## src/hdl/mpqm_pkg.sv

```systemverilog
// Shared constants, codes and controller/datapath link types for the
// message pool queue manager. No dependencies.
package mpqm_pkg;

   localparam int POOL_SIZE   = 16;
   localparam int HANDLE_W    = 4;
   localparam int FCNT_W      = 5;
   localparam int NUM_DEST    = 8;
   localparam int DEST_W      = 3;
   localparam int QUEUE_DEPTH = 16;
   localparam int QIDX_W      = 4;
   localparam int QCNT_W      = 5;
   localparam int STORE_DEPTH = NUM_DEST * QUEUE_DEPTH;
   localparam int OP_W        = 3;
   localparam int STATUS_W    = 3;

   // operation codes
   localparam logic [OP_W-1:0] OP_ALLOC = 3'd0;
   localparam logic [OP_W-1:0] OP_FREE  = 3'd1;
   localparam logic [OP_W-1:0] OP_SEND  = 3'd2;
   localparam logic [OP_W-1:0] OP_RECV  = 3'd3;
   localparam logic [OP_W-1:0] OP_CLEAR = 3'd4;

   // status codes
   localparam logic [STATUS_W-1:0] ST_OK         = 3'd0;
   localparam logic [STATUS_W-1:0] ST_POOL_EMPTY = 3'd1;
   localparam logic [STATUS_W-1:0] ST_NOT_ALLOC  = 3'd2;
   localparam logic [STATUS_W-1:0] ST_NO_MSG     = 3'd3;
   localparam logic [STATUS_W-1:0] ST_QUEUE_FULL = 3'd4;

   typedef struct packed {
      logic load_req;
      logic exec;
      logic clear_init;
      logic clear_step;
      logic finish;
   } mpqm_cmd_type;

   typedef struct packed {
      logic out_free;
      logic op_clear;
      logic clear_last;
   } mpqm_stat_type;

endpackage

```

## src/hdl/mpqm_req_if.sv

```systemverilog
// Request channel: valid/ready handshake with one operation beat.
// Depends on mpqm_pkg.
interface mpqm_req_if;
   import mpqm_pkg::*;

   logic                valid;
   logic                ready;
   logic [OP_W-1:0]     operation;
   logic [HANDLE_W-1:0] handle;
   logic [DEST_W-1:0]   destination;

   modport source (output valid, output operation, output handle, output destination,
                   input ready);
   modport sink   (input valid, input operation, input handle, input destination,
                   output ready);
endinterface

```

## src/hdl/mpqm_rsp_if.sv

```systemverilog
// Response channel: valid/ready handshake with one result beat.
// Depends on mpqm_pkg.
interface mpqm_rsp_if;
   import mpqm_pkg::*;

   logic                valid;
   logic                ready;
   logic [STATUS_W-1:0] status;
   logic [HANDLE_W-1:0] result_handle;

   modport source (output valid, output status, output result_handle, input ready);
   modport sink   (input valid, input status, input result_handle, output ready);
endinterface

```

## src/hdl/mpqm_ram.sv

```systemverilog
// Generic single-write, single-read RAM with registered read data.
// No dependencies.
module mpqm_ram #(
   parameter int WIDTH = 8,
   parameter int DEPTH = 16
) (
   input  logic                     clock,
   input  logic                     wr_en,
   input  logic [$clog2(DEPTH)-1:0] wr_addr,
   input  logic [WIDTH-1:0]         wr_data,
   input  logic                     rd_en,
   input  logic [$clog2(DEPTH)-1:0] rd_addr,
   output logic [WIDTH-1:0]         rd_data
);

   logic [WIDTH-1:0] mem [DEPTH];
   logic [WIDTH-1:0] rd_data_ff;

   always_ff @(posedge clock) begin
      if (wr_en) begin
         mem[wr_addr] <= wr_data;
      end
      if (rd_en) begin
         rd_data_ff <= mem[rd_addr];
      end
   end

   assign rd_data = rd_data_ff;

endmodule

```

## src/hdl/mpqm_ctrl.sv

```systemverilog
// Controller state machine: request handshake and sequencing of the datapath.
// Depends on mpqm_pkg.
module mpqm_ctrl
   import mpqm_pkg::*;
(
   input  logic          clock,
   input  logic          reset,
   input  logic          req_valid,
   output logic          req_ready,
   input  mpqm_stat_type stat,
   output mpqm_cmd_type  cmd
);

   typedef enum logic [3:0] {
      S_IDLE   = 4'b0001,
      S_EXEC   = 4'b0010,
      S_CLEAR  = 4'b0100,
      S_FINISH = 4'b1000
   } state_type;

   state_type state_ff;
   state_type state_in;

   assign req_ready = (state_ff == S_IDLE);

   always_comb begin
      state_in = state_ff;
      cmd      = '0;
      unique case (state_ff)
         S_IDLE: begin
            if (req_valid) begin
               cmd.load_req = 1'b1;
               state_in     = S_EXEC;
            end
         end
         S_EXEC: begin
            if (stat.op_clear) begin
               cmd.clear_init = 1'b1;
               state_in       = S_CLEAR;
            end else if (stat.out_free) begin
               cmd.exec = 1'b1;
               state_in = S_IDLE;
            end
         end
         S_CLEAR: begin
            cmd.clear_step = 1'b1;
            if (stat.clear_last) begin
               state_in = S_FINISH;
            end
         end
         S_FINISH: begin
            if (stat.out_free) begin
               cmd.finish = 1'b1;
               state_in   = S_IDLE;
            end
         end
         default: begin
            state_in = S_IDLE;
         end
      endcase
   end

   always_ff @(posedge clock) begin
      if (reset) begin
         state_ff <= S_IDLE;
      end else begin
         state_ff <= state_in;
      end
   end

endmodule

```

## src/hdl/mpqm_datapath.sv

```systemverilog
// Datapath: free list, used marks, queue pointers, queue store and result register.
// Depends on mpqm_pkg and mpqm_ram.
module mpqm_datapath
   import mpqm_pkg::*;
(
   input  logic                clock,
   input  logic                reset,
   input  mpqm_cmd_type        cmd,
   output mpqm_stat_type       stat,
   input  logic [OP_W-1:0]     req_operation,
   input  logic [HANDLE_W-1:0] req_handle,
   input  logic [DEST_W-1:0]   req_destination,
   input  logic                rsp_ready,
   output logic                rsp_valid,
   output logic [STATUS_W-1:0] rsp_status,
   output logic [HANDLE_W-1:0] rsp_result_handle
);

   logic [OP_W-1:0]     op_ff, op_in;
   logic [HANDLE_W-1:0] handle_ff, handle_in;
   logic [DEST_W-1:0]   dest_ff, dest_in;

   logic [HANDLE_W-1:0] free_list_ff [POOL_SIZE];
   logic [HANDLE_W-1:0] free_list_in [POOL_SIZE];
   logic [HANDLE_W-1:0] free_head_ff, free_head_in;
   logic [FCNT_W-1:0]   free_count_ff, free_count_in;
   logic [POOL_SIZE-1:0] used_ff, used_in;

   logic [QIDX_W-1:0] q_head_ff  [NUM_DEST];
   logic [QIDX_W-1:0] q_head_in  [NUM_DEST];
   logic [QCNT_W-1:0] q_count_ff [NUM_DEST];
   logic [QCNT_W-1:0] q_count_in [NUM_DEST];

   logic [HANDLE_W-1:0] walk_ff, walk_in;

   logic                rsp_valid_ff, rsp_valid_in;
   logic [STATUS_W-1:0] status_ff, status_in;
   logic [HANDLE_W-1:0] rh_ff, rh_in;

   logic                out_load;
   logic [HANDLE_W-1:0] free_tail;
   logic                free_room;
   logic [HANDLE_W-1:0] alloc_handle;

   logic                         wr_en;
   logic [DEST_W+QIDX_W-1:0]     wr_addr;
   logic [DEST_W+QIDX_W-1:0]     rd_addr;
   logic [HANDLE_W-1:0]          rd_data;

   mpqm_ram #(
      .WIDTH (HANDLE_W),
      .DEPTH (STORE_DEPTH)
   ) u_store (
      .clock   (clock),
      .wr_en   (wr_en),
      .wr_addr (wr_addr),
      .wr_data (handle_ff),
      .rd_en   (cmd.load_req),
      .rd_addr (rd_addr),
      .rd_data (rd_data)
   );

   // Read the head of the addressed queue on the accept beat; data is ready in EXEC.
   assign rd_addr = {req_destination, q_head_ff[req_destination]};

   assign free_tail    = free_head_ff + free_count_ff[HANDLE_W-1:0];
   assign free_room    = (free_count_ff != FCNT_W'(POOL_SIZE));
   assign alloc_handle = free_list_ff[free_head_ff];

   assign stat.out_free   = !rsp_valid_ff || rsp_ready;
   assign stat.op_clear   = (op_ff == OP_CLEAR);
   assign stat.clear_last = (walk_ff == HANDLE_W'(POOL_SIZE - 1));

   always_comb begin
      op_in         = op_ff;
      handle_in     = handle_ff;
      dest_in       = dest_ff;
      free_list_in  = free_list_ff;
      free_head_in  = free_head_ff;
      free_count_in = free_count_ff;
      used_in       = used_ff;
      q_head_in     = q_head_ff;
      q_count_in    = q_count_ff;
      walk_in       = walk_ff;
      wr_en         = 1'b0;
      wr_addr       = {dest_ff, q_head_ff[dest_ff] + q_count_ff[dest_ff][QIDX_W-1:0]};
      out_load      = 1'b0;
      status_in     = ST_OK;
      rh_in         = '0;

      if (cmd.load_req) begin
         op_in     = req_operation;
         handle_in = req_handle;
         dest_in   = req_destination;
      end

      if (cmd.exec) begin
         out_load = 1'b1;
         unique case (op_ff)
            OP_ALLOC: begin
               if (free_count_ff == '0) begin
                  status_in = ST_POOL_EMPTY;
               end else begin
                  rh_in                 = alloc_handle;
                  used_in[alloc_handle] = 1'b1;
                  free_head_in          = free_head_ff + 1'b1;
                  free_count_in         = free_count_ff - 1'b1;
               end
            end
            OP_FREE: begin
               if (!used_ff[handle_ff]) begin
                  status_in = ST_NOT_ALLOC;
               end else begin
                  used_in[handle_ff] = 1'b0;
                  if (free_room) begin
                     free_list_in[free_tail] = handle_ff;
                     free_count_in           = free_count_ff + 1'b1;
                  end
               end
            end
            OP_SEND: begin
               if (!used_ff[handle_ff]) begin
                  status_in = ST_NOT_ALLOC;
               end else if (q_count_ff[dest_ff] == QCNT_W'(QUEUE_DEPTH)) begin
                  status_in = ST_QUEUE_FULL;
               end else begin
                  wr_en               = 1'b1;
                  q_count_in[dest_ff] = q_count_ff[dest_ff] + 1'b1;
               end
            end
            OP_RECV: begin
               if (q_count_ff[dest_ff] == '0) begin
                  status_in = ST_NO_MSG;
               end else begin
                  rh_in               = rd_data;
                  q_head_in[dest_ff]  = q_head_ff[dest_ff] + 1'b1;
                  q_count_in[dest_ff] = q_count_ff[dest_ff] - 1'b1;
               end
            end
            default: begin
               // unknown codes: answer ok, change nothing
            end
         endcase
      end

      if (cmd.clear_init) begin
         for (int d = 0; d < NUM_DEST; d++) begin
            q_head_in[d]  = '0;
            q_count_in[d] = '0;
         end
         walk_in = '0;
      end

      // Walk handles in ascending order; return each used one to the free tail.
      if (cmd.clear_step) begin
         walk_in = walk_ff + 1'b1;
         if (used_ff[walk_ff]) begin
            used_in[walk_ff] = 1'b0;
            if (free_room) begin
               free_list_in[free_tail] = walk_ff;
               free_count_in           = free_count_ff + 1'b1;
            end
         end
      end

      if (cmd.finish) begin
         out_load = 1'b1;
      end

      if (out_load) begin
         rsp_valid_in = 1'b1;
      end else if (rsp_ready) begin
         rsp_valid_in = 1'b0;
      end else begin
         rsp_valid_in = rsp_valid_ff;
      end
   end

   always_ff @(posedge clock) begin
      if (reset) begin
         for (int i = 0; i < POOL_SIZE; i++) begin
            free_list_ff[i] <= HANDLE_W'(i);
         end
         free_head_ff  <= '0;
         free_count_ff <= FCNT_W'(POOL_SIZE);
         used_ff       <= '0;
         for (int d = 0; d < NUM_DEST; d++) begin
            q_head_ff[d]  <= '0;
            q_count_ff[d] <= '0;
         end
         walk_ff      <= '0;
         op_ff        <= '0;
         rsp_valid_ff <= 1'b0;
      end else begin
         free_list_ff  <= free_list_in;
         free_head_ff  <= free_head_in;
         free_count_ff <= free_count_in;
         used_ff       <= used_in;
         q_head_ff     <= q_head_in;
         q_count_ff    <= q_count_in;
         walk_ff       <= walk_in;
         op_ff         <= op_in;
         rsp_valid_ff  <= rsp_valid_in;
      end
   end

   always_ff @(posedge clock) begin
      handle_ff <= handle_in;
      dest_ff   <= dest_in;
      if (out_load) begin
         status_ff <= status_in;
         rh_ff     <= rh_in;
      end
   end

   assign rsp_valid         = rsp_valid_ff;
   assign rsp_status        = status_ff;
   assign rsp_result_handle = rh_ff;

endmodule

```

## src/hdl/message_pool_queue_manager.sv

```systemverilog
// Top level of the message pool queue manager: controller plus datapath.
// Depends on mpqm_pkg, mpqm_req_if, mpqm_rsp_if, mpqm_ctrl and mpqm_datapath.
//
// Manages a pool of 16 message buffer handles with a FIFO free list (reset loads
// handles 0..15 in order), a used mark per handle, and eight 16-deep handle
// queues, one per destination. Each request beat carries an operation
// (allocate, free, send, receive, clear all) and yields exactly one response
// beat with a status and, for a good allocate or receive, the handle. Requests
// are served one at a time: allocate, free, send and receive pass from the
// accept beat, which also reads the queue store, to a read-modify-write of the
// pool and queue state that loads the response; clear all first resets the
// queue pointers, then walks all 16 handles, one handle a cycle, returning used
// handles to the free list in ascending order. The response sits in an output
// register, so the next request is taken while an earlier response still waits
// for rsp_if.ready; the block stalls only when a finished result has nowhere to
// go. Queue contents live in a 128-entry RAM with registered read.
module message_pool_queue_manager
   import mpqm_pkg::*;
(
   input  logic clock,
   input  logic reset,
   mpqm_req_if.sink   req_if,
   mpqm_rsp_if.source rsp_if
);

   mpqm_cmd_type  cmd;
   mpqm_stat_type stat;

   // Sequence each request: accept, execute or walk, then post the response.
   mpqm_ctrl u_ctrl (
      .clock     (clock),
      .reset     (reset),
      .req_valid (req_if.valid),
      .req_ready (req_if.ready),
      .stat      (stat),
      .cmd       (cmd)
   );

   // Hold all pool and queue state; drive the response register.
   mpqm_datapath u_datapath (
      .clock             (clock),
      .reset             (reset),
      .cmd               (cmd),
      .stat              (stat),
      .req_operation     (req_if.operation),
      .req_handle        (req_if.handle),
      .req_destination   (req_if.destination),
      .rsp_ready         (rsp_if.ready),
      .rsp_valid         (rsp_if.valid),
      .rsp_status        (rsp_if.status),
      .rsp_result_handle (rsp_if.result_handle)
   );

endmodule
```

## src/flat_wrapper.sv

```systemverilog
// flat-port wrapper written by rule: the top's interface ports become plain ports
module message_pool_queue_manager_flat import mpqm_pkg::*;
  (clock, reset, req_if_valid, req_if_operation, req_if_handle, req_if_destination, req_if_ready, rsp_if_valid, rsp_if_status, rsp_if_result_handle, rsp_if_ready);
  mpqm_req_if req_if_i ();
  mpqm_rsp_if rsp_if_i ();
  input  logic clock;
  input  logic reset;
  input wire logic [$bits(req_if_i.valid)-1:0] req_if_valid;
  input wire logic [$bits(req_if_i.operation)-1:0] req_if_operation;
  input wire logic [$bits(req_if_i.handle)-1:0] req_if_handle;
  input wire logic [$bits(req_if_i.destination)-1:0] req_if_destination;
  output wire logic [$bits(req_if_i.ready)-1:0] req_if_ready;
  output wire logic [$bits(rsp_if_i.valid)-1:0] rsp_if_valid;
  output wire logic [$bits(rsp_if_i.status)-1:0] rsp_if_status;
  output wire logic [$bits(rsp_if_i.result_handle)-1:0] rsp_if_result_handle;
  input wire logic [$bits(rsp_if_i.ready)-1:0] rsp_if_ready;
  assign req_if_i.valid = req_if_valid;
  assign req_if_i.operation = req_if_operation;
  assign req_if_i.handle = req_if_handle;
  assign req_if_i.destination = req_if_destination;
  assign req_if_ready = req_if_i.ready;
  assign rsp_if_valid = rsp_if_i.valid;
  assign rsp_if_status = rsp_if_i.status;
  assign rsp_if_result_handle = rsp_if_i.result_handle;
  assign rsp_if_i.ready = rsp_if_ready;
  message_pool_queue_manager u_core (.clock(clock), .reset(reset), .req_if(req_if_i), .rsp_if(rsp_if_i));
endmodule
```

## config.mk

```make
export PLATFORM = sky130hd
export DESIGN_NAME = message_pool_queue_manager_flat
export DESIGN_NICKNAME = d
export VERILOG_FILES = /design/src/hdl/mpqm_pkg.sv /design/src/hdl/mpqm_req_if.sv /design/src/hdl/mpqm_rsp_if.sv /design/src/hdl/mpqm_ram.sv /design/src/hdl/mpqm_ctrl.sv /design/src/hdl/mpqm_datapath.sv /design/src/hdl/message_pool_queue_manager.sv /design/src/flat_wrapper.sv
export SDC_FILE = /design/constraint.sdc
export NUM_CORES = 1
export LEC_CHECK = 0
export ABC_AREA = 1
export BUFFER_PORTS_ARGS = -buffer_cell sky130_fd_sc_hd__buf_2
export CORE_MARGIN = 10
export CORE_UTILIZATION = 58
export DETAILED_ROUTE_END_ITERATION = 8
export PLACE_DENSITY = 0.75
export SYNTH_ARGS = -nofsm -noshare
export SYNTH_HDL_FRONTEND = slang
export SYNTH_SLANG_ARGS = --single-unit
```

## constraint.sdc

```tcl
create_clock -name clock -period 4.7 [get_ports clock]
set_clock_uncertainty 0.2 [all_clocks]
set_input_delay 0.705 -clock clock [delete_from_list [all_inputs] [get_ports clock]]
set_output_delay 0.705 -clock clock [all_outputs]
set_load 0.02 [all_outputs]
```

# ---- Yosys cells after proc, flatten, opt, wreduce, memory -nomap -nowiden
# Memories as Yosys holds them, arrays and structs flattened. A register that Yosys moved wholly into a read port is not among the register bits.
# Index checks and enable logic that the tools add are counted.
dict set report totals {
  out_inout_bits 9
  mem_count 1
  reg_bits 187
  in_bits 14
  ram_bits 512
  elab_cells 202
}
dict set report classes {
  n_eq_ne 16
  n_reduce_logical 18
  magnitude_cmp 12
  muxes 92
  bitwise 11
  addsub 9
}
# name depth word_bits rd rd_ports_with_merged_regs wr line_no
set memory_table {}
lappend memory_table {u_core.u_datapath.u_store.mem 128 4 1 1 1 mpqm_ram.sv:16} ;# logic [WIDTH-1:0] mem [DEPTH];
# cell count
set ops {}
lappend ops {{$mux W64} 7}
lappend ops {{$bwmux W64} 2}
lappend ops {{$mux W40} 3}
lappend ops {{$bwmux W40} 2}
lappend ops {{$mux W16} 5}
lappend ops {{$pmux W40 S2} 1}
lappend ops {{$mux W4} 16}
lappend ops {{$mux W5} 10}
lappend ops {{$and A16 B16 Y16} 2}
lappend ops {{$bwmux W32} 1}
lappend ops {{$not A16 Y16} 2}
lappend ops {{$pmux W16 S2} 1}
lappend ops {{$bmux W4 S3} 2}
lappend ops {{$mux W1} 23}
lappend ops {{$bmux W4 S4} 1}
lappend ops {{$demux W4 S4} 1}
lappend ops {{$or A16 B16 Y16} 1}
lappend ops {{$pmux W4 S4} 1}
lappend ops {{$bmux W5 S3} 1}
lappend ops {{$demux W5 S3} 1}
lappend ops {{$lt A4 B5 Y1 const B} 3}
lappend ops {{$add A4 B1 Y4 const B} 3}
lappend ops {{$demux W1 S4} 3}
lappend ops {{$demux W4 S3} 1}
lappend ops {{other kinds (38)} 65}

# ---- Logic depth before layout (Yosys ltp)
# Gate-level depths: netlist of run 1.
dict set report logic_depth {
  word_depth 15
  depth_mapped 18
}

# ---- Cells and area by module
# A second synthesis of run 1 with hierarchy kept.
dict set report hier_totals {
  cells_unflattened 3729
  area_unflattened_um2 33235.6
}
# mod area_per_inst_um2 cells_per_inst instances
set by_module_without_submodules {}
lappend by_module_without_submodules {mpqm_ram 21535.7 1886 1}
lappend by_module_without_submodules {mpqm_datapath 11388.4 1790 1}
lappend by_module_without_submodules {mpqm_ctrl 311.5 53 1}

# ---- Worst setup path before layout of run 1
# Ideal clock, no wire load.
dict set report synth_timing {
  kind {reg-to-reg}
  from {reg u_core.u_datapath.handle_ff[0]}
  to {mem u_core.u_datapath.u_store.mem[35][0] (netlist name), enable pin}
  t_arrival_ns 3.897
  required_time_ns 4.171
  stages_incl_launch_ff 14
  setup_slack_ns 0.274
  cell_sequence {edfxtp_1 inv_1 nor2_2 a22oi_1 nand2_1 nand2_1 nand2_1 nor2_2 nor3_2 nand2_4 nor2_4 nand2_2 buf_2 nor2_1}
}
dict set report synth_via {
  elab_chain_cells 7
}
# element line_no
set synth_rtl {}
lappend synth_rtl {{start, declared} mpqm_datapath.sv:20} ;# logic [HANDLE_W-1:0] handle_ff, handle_in;
lappend synth_rtl {{start signal, assigned} mpqm_datapath.sv:208} ;# handle_ff <= handle_in;
lappend synth_rtl {{$bmux W1 S4} mpqm_datapath.sv:122} ;# if (!used_ff[handle_ff]) begin
lappend synth_rtl {{$mux W1 (not written as such)} mpqm_datapath.sv:122}
lappend synth_rtl {{$mux W1} mpqm_datapath.sv:122}
lappend synth_rtl {{$mux W1} mpqm_datapath.sv:99} ;# unique case (op_ff)
lappend synth_rtl {{$mux W1} mpqm_datapath.sv:97} ;# if (cmd.exec) begin
lappend synth_rtl {{$mux W1} mpqm_ram.sv:20} ;# if (wr_en) begin
lappend synth_rtl {{$mux W1 (not written as such)} mpqm_ram.sv:21} ;# mem[wr_addr] <= wr_data;
lappend synth_rtl {{end, declared} mpqm_ram.sv:16}
# Every way passes these cells. The select of a mux whose other input is x is not followed.

# ---- Worst setup path in the final report of run 1
dict set report layout_timing {
  from {reg u_core.u_datapath.dest_ff[1]}
  to {mem u_core.u_datapath.u_store.mem[56][1] (netlist name), enable pin}
}
dict set report layout_via {
  elab_chain_cells 11
  elab_cells_between_ends 15
  classes_between {1 x add/sub; 1 x eq/ne; 12 x mux; 1 x bitwise}
}
# element line_no
set layout_rtl {}
lappend layout_rtl {{start, declared} mpqm_datapath.sv:21} ;# logic [DEST_W-1:0] dest_ff, dest_in;
lappend layout_rtl {{start signal, assigned} mpqm_datapath.sv:209} ;# dest_ff <= dest_in;
lappend layout_rtl {{$not A3 Y4 (not written as such)} {mpqm_datapath.sv:86, mpqm_datapath.sv:124}}
lappend layout_rtl {{$bmux W5 S3} {mpqm_datapath.sv:86, mpqm_datapath.sv:124}}
lappend layout_rtl {{$mux W5 (not written as such) (2 in a row)} mpqm_datapath.sv:124} ;# end else if (q_count_ff[dest_ff] == QCNT_W'(QUEUE_DEPTH)) begin
lappend layout_rtl {{$eq A5 B5 Y1} mpqm_datapath.sv:124}
lappend layout_rtl {{$mux W1} mpqm_datapath.sv:124}
lappend layout_rtl {{$mux W1} mpqm_datapath.sv:122}
lappend layout_rtl {{$mux W1} mpqm_datapath.sv:99}
lappend layout_rtl {{$mux W1} mpqm_datapath.sv:97}
lappend layout_rtl {{$mux W1} mpqm_ram.sv:20}
lappend layout_rtl {{$mux W1 (not written as such)} mpqm_ram.sv:21}
# Parallel ways exist; a longest one is shown, timed or not. The select of a mux whose other input is x is not followed.

==> results.cfg, run 1 <==
[floorplan]
core_area_sq_mm = 0.0576
num_rows = 88
initial_core_util_pct = 58.4
die_height_um = 261
ios = 23
die-area_sq_mm = 0.0680
die_w_um = 261

[synthesis]
syn_area_per_cell_sq_um = 8.95
synth_edf_count = 530
synth_nets = 3790
synth_most_common_cell = nand2_1
yosys_register_bits = 703
synthDistinctLibCells = 47
ys.flop_type = edfxtp_1
yosys-top-cells-area = edfxtp_1 47%, dfxtp_1 10%, nand2_1 8.5%
synth_common_cells = 762 x nand2_1, 530 x edfxtp_1, 529 x nand3_1
synth_top_area_share_pct = 47.3
yosysWarningCount = 0
synth.cell_area_sq_mm = 0.0336
ys_seq_area_share_pct = 57.6
yosys.area.top_type = edfxtp_1
async_flop_share_pct = 0
synthCells = 3758

[clock_tree]
cts_resized = 0
holdBufCountCts = 0
htree_levels = 3
cts_buffers = 75
cts_root_buffer = clkbuf_16
max-clock-path-buffers = 3
postCtsSetupRepairBufs = 0
insertion_delay_ps = 640
cts.clk_slew.worst_paths_ps = 60
cts_tree = done
clock_sinks = 703

[worst_setup_path]
worstSetupPathType = reg -> reg
crit_required_ps = 4790
worst-path-max-fanout = 9
end_kind = flip-flop
critPathLaunchType = flip-flop
worst_ep_arrival_time_ps = 4420

[route]
drtPass1Iterations = 8
routed-wl-met3_um = 8710
ant_nets = 0
top_layer_used = met5
wire_per_inst_um = 19.3
vias_per_cell = 5.87
drt_iter0_drc = 3300
wl_um = 87800
route.vias.total = 26700
wl_met2_um = 40900
wl_met1_um = 34900
drcViolationCount = 0

[min_path]
hp-class = in -> reg

[global_routing]
grt_pass1_wl_um = 136000
grt_max_degree = 93
first_global_vias = 24600
grt_remaining_overflow = 0
track_usage_pct = 25.5
grt_antenna_before_repair = 1

[pwr]
powerDensity_mw_per_mm2 = 373
vdd_drop_max_mv = 0.365
total_power_uw = 13800
power.leakage_uw = 0.0148

[timing]
drv_slew = 0
hold_viol = 0
grt_setup_unrepaired = false
tightest_slew_ps = 1040
finalCritPeriodShare_pct = 92.1
min_period_ps = 4330
fin_setup_tns_ps = 0
fmax_mhz = 231
slew_headroom_pct = 30.4
setup_violations = 0

[final_layout]
nNetsFinal = 3746
drive_gt1_share_pct = 6.86
syn_to_final_growth_pct = 9.99
antenna_cells = 0

[placed_design]
dp_hpwl_um = 52900
portBuffers = 22
routabilityCongestion = 0.962

[job]
maxCapViolations = 0

[outcome]
status = finished, final reports clean
==> state kept, by name (all words and copies together), names as in the netlist, 5 cells and up <==
signal                           flops
u_core.u_datapath.q_count_ff        40
u_core.u_datapath.q_head_ff         32
u_core.u_datapath.free_count_ff      5
u_core.u_datapath.free_list_ff      64
u_core.u_datapath.u_store.mem      512
u_core.u_datapath.used_ff           16
==> layout make-up <==
| type | instances | area (sq um) |
|---|---|---|
| multi-input combinational | 2394 | 11700 |
| clock inverter | 34 | 415 |
| tap | 765 | 957 |
| inverter | 457 | 1720 |
| timing repair buffer | 83 | 756 |
| fill | 4526 | 20600 |
| clock buffer | 103 | 2050 |
| sequential | 703 | 19400 |
==> cells in the final DEF, fill, tap and decap left out, types with 7 or more instances in the layout <==
master     instances
nand2_1          759
edfxtp_1         530
nand3_1          527
inv_1            440
nor2_1           342
o21ai_0          196
nand3b_1         180
dfxtp_1          173
a21oi_1          163
clkbuf_16         77
buf_4             46
o211ai_1          45
nor3_1            23
clkbuf_1          23
buf_2             22
nand2_2           21
ha_1              16
inv_2             15
buf_12            15
o22ai_1           14
nand4_1           12
clkinv_2          12
a22oi_1           10
a21boi_1           8
nor2_2             7
a211oi_1           7
xnor2_1            7
xor2_1             7
==> power breakdown <==
group | switching, uW | internal [uW] | leakage [uW]
clock | 2460 | 3430 | 0.00120
combinational | 869 | 293 | 0.00748
sequential | 20.1 | 6720 | 0.00616
==> cells by family (layout without fill, tap and decap cells) <==
| kind of cell | Yosys count | in the layout | share of synthesized area, % |
|---|---|---|---|
| simple gates | 1897 | 1897 | 26.0 |
| flops | 703 | 703 | 57.6 |
| buf+inv | 661 | 677 | 7.68 |
| compound gates | 465 | 465 | 7.66 |
| fa+ha+maj | 18 | 18 | 0.714 |
| xor+xnor | 14 | 14 | 0.365 |
==> stage by stage <==
step	worst slack [ps]	cell area [sq um]	hold slack (ps)	utilization [%]	std cells
finish	374	37000	61.5	64.2	4539
global route	191	37000	48.0	64.2	4539
CTS	392	37000	38.3	64.2	4539
detailed placement	480	34500	258	60.0	4402
global placement	545	34500	249	60.0	4402
floorplan	274	33600	239	-	3758
==> path summary, 6_finish.rpt <==
| kind | start | to | slack [ps] | cells past startpoint |
|---|---|---|---|---|
| setup / recovery | u_core.u_datapath.dest_ff[1] | u_core.u_datapath.u_store.mem[56][1] | 370 | 16 |
| hold / removal | req_if_handle[2] | u_core.u_datapath.handle_ff[2] | 60 | 1 |
| setup reg to reg | u_core.u_datapath.dest_ff[1] | u_core.u_datapath.u_store.mem[56][1] | 370 | 16 |
| hold reg to reg | u_core.u_datapath.q_head_ff[4] | u_core.u_datapath.q_head_ff[4] | 260 | 2 |
==> metal layers <==
| metal | track usage (%) | vias to the layer above |
|---|---|---|
| met5 | 0 | - |
| met4 | 10.0 | 2 |
| met3 | 4.96 | 249 |
| met2 | 41.1 | 1394 |
| met1 | 33.5 | 12400 |
| li1 | - | 12600 |
==> worst max-delay path, cell delays in order, from the launching register on <==
cell and delay (ps):
edfxtp_1 420, inv_1 110, nor2_1 70, nand2_1 230, inv_2 190, a221oi_1 290
nand2_1 200, ha_1 340, a21o_1 160, a21oi_1 150, xnor2_1 160, or2_1 160
nand2_2 270, inv_2 320, buf_4 200, nand2_2 140, nor2_1 330
No activity file was read; power rests on OpenSTA's default activity.
==> run 2, diff against run 1 <==
--- a/config.mk
+++ b/config.mk
@@ -8,9 +8,9 @@
 export ABC_AREA = 1
 export BUFFER_PORTS_ARGS = -buffer_cell sky130_fd_sc_hd__buf_2
 export CORE_MARGIN = 10
-export CORE_UTILIZATION = 58
+export CORE_UTILIZATION = 25
 export DETAILED_ROUTE_END_ITERATION = 8
-export PLACE_DENSITY = 0.75
+export PLACE_DENSITY = 0.38
 export SYNTH_ARGS = -nofsm -noshare
 export SYNTH_HDL_FRONTEND = slang
 export SYNTH_SLANG_ARGS = --single-unit
==> results.cfg, run 2 (synthesis gave the netlist of run 1 again) <==
[timing]
setup_violations = 0
min_period_ps = 4480
slew_headroom_pct = 33.0
finalCritPeriodShare_pct = 95.2
drv_slew = 0
tightest_slew_ps = 999
fin_setup_tns_ps = 0
grt_setup_unrepaired = true
fmax_mhz = 223
hold_viol = 0

[route]
drt_iter0_drc = 1917
route.vias.total = 25800
drcViolationCount = 0
vias_per_cell = 4.62
wire_per_inst_um = 20.0
wl_um = 112000
ant_nets = 0
drtPass1Iterations = 6

[floorplan]
die-area_sq_mm = 0.150
die_w_um = 387
ios = 23
core_area_sq_mm = 0.134
initial_core_util_pct = 25.2
num_rows = 134
die_height_um = 387

[clock_tree]
cts_root_buffer = clkbuf_16
cts.clk_slew.worst_paths_ps = 60
max-clock-path-buffers = 3
postCtsSetupRepairBufs = 0
insertion_delay_ps = 690
cts_buffers = 88
cts_tree = done
clock_sinks = 703
htree_levels = 3

[worst_setup_path]
path_cells = inv_1 -> nor2_1 -> nand2_1 -> inv_2 -> nand2_1 -> nand2_1 -> a221oi_1 -> nand2_1 -> ha_1 -> a21o_1 -> a21oi_1 -> xnor2_1 -> or2_1 -> nand2_2 -> inv_2 -> nand2_1 -> nor2_1
end_kind = flip-flop
crit_slowest_cell = edfxtp_1
cpPeakStageDelay_ps = 430
cp.buffers_inverters = 3
cp_top_family = simple AND/OR/NAND/NOR gates
worst-path-max-fanout = 9
worstSetupPathType = reg -> reg
crit_required_ps = 4830
critPathLaunchType = flip-flop
crit_top_cell = nand2_1
worst_ep_arrival_time_ps = 4600

[pwr]
powerDensity_mw_per_mm2 = 374
power.leakage_uw = 0.0151
vdd_drop_max_mv = 0.278
total_power_uw = 14500

[global_routing]
grt_max_degree = 97
grt_pass1_wl_um = 166000
first_global_vias = 25400
grt_remaining_overflow = 0
grt_antenna_before_repair = 3
track_usage_pct = 14.4

[final_layout]
syn_to_final_growth_pct = 15.3
drive_gt1_share_pct = 7.74
largest_register = u_core.u_datapath.u_store.mem
final_cell_mix = 759 x nand2_1, 530 x edfxtp_1, 527 x nand3_1, 439 x inv_1, 342 x nor2_1
top_regs = u_core.u_datapath.u_store.mem (512), u_core.u_datapath.free_list_ff (64), u_core.u_datapath.q_count_ff (40)
nNetsFinal = 3787
largest_reg_flops = 512
layout_commonest_cell = nand2_1
final_core_util_pct = 29.0

[min_path]
hp-class = in -> reg

[job]
maxCapViolations = 0

[placed_design]
dp_hpwl_um = 69000
routabilityCongestion = 0.840
portBuffers = 22

[outcome]
status = finished, final reports clean
run 2: worst paths after layout:
kind | from | endpoint | slack [ps] | depth (start not counted)
hold / removal | req_if_valid | u_core.u_ctrl.state_ff[0] | 110 | 2
hold reg to reg | u_core.u_datapath.q_head_ff[23] | u_core.u_datapath.q_head_ff[23] | 260 | 2
setup / recovery | u_core.u_datapath.dest_ff[2] | u_core.u_datapath.u_store.mem[73][0] | 220 | 17
setup reg to reg | u_core.u_datapath.dest_ff[2] | u_core.u_datapath.u_store.mem[73][0] | 220 | 17
run 2: final cells by class:
class / instances / area (sq um)
inverter: 457 / 1720
timing repair buffer: 111 / 986
sequential: 703 / 19400
multi-input combinational: 2394 / 11700
tap: 1768 / 2210
clock inverter: 54 / 490
fill: 14100 / 94800
clock buffer: 107 / 2270
antenna: 2 / 5.00
run 2: through the flow:
step                worst slack (ps)  hold WS [ps]  cell area (sq um)  std cells
finish                           225           110              38800       5596
global route                   -14.4           101              38800       5594
CTS                              189          58.7              38800       5594
detailed placement               240           255              36000       5430
global placement                 266           252              36000       5430
floorplan                        274           239              33600       3758
run 2: where the power goes:
group / switching [uW] / internal, uW / leakage (uW)
logic: 932 / 304 / 0.00761
clock network: 2790 / 3740 / 0.00133
registers: 20.8 / 6720 / 0.00616
total: 3750 / 10800 / 0.0151
run 2: per-layer routing:
metal	up-vias	track usage (%)	share of wire, %
met4	2	3.81	2.5
met5	-	0	0.0080
met3	159	1.97	3.8
met2	493	23.5	46
met1	12500	19.9	48
li1	12700	-	-
run 2: repair_timing:
action / CTS / global route
gates resized for setup: 0 / 0
hold buffers: 3 / 0
hold endpoints to repair: 3 / 0
setup endpoints to repair: 0 / 9
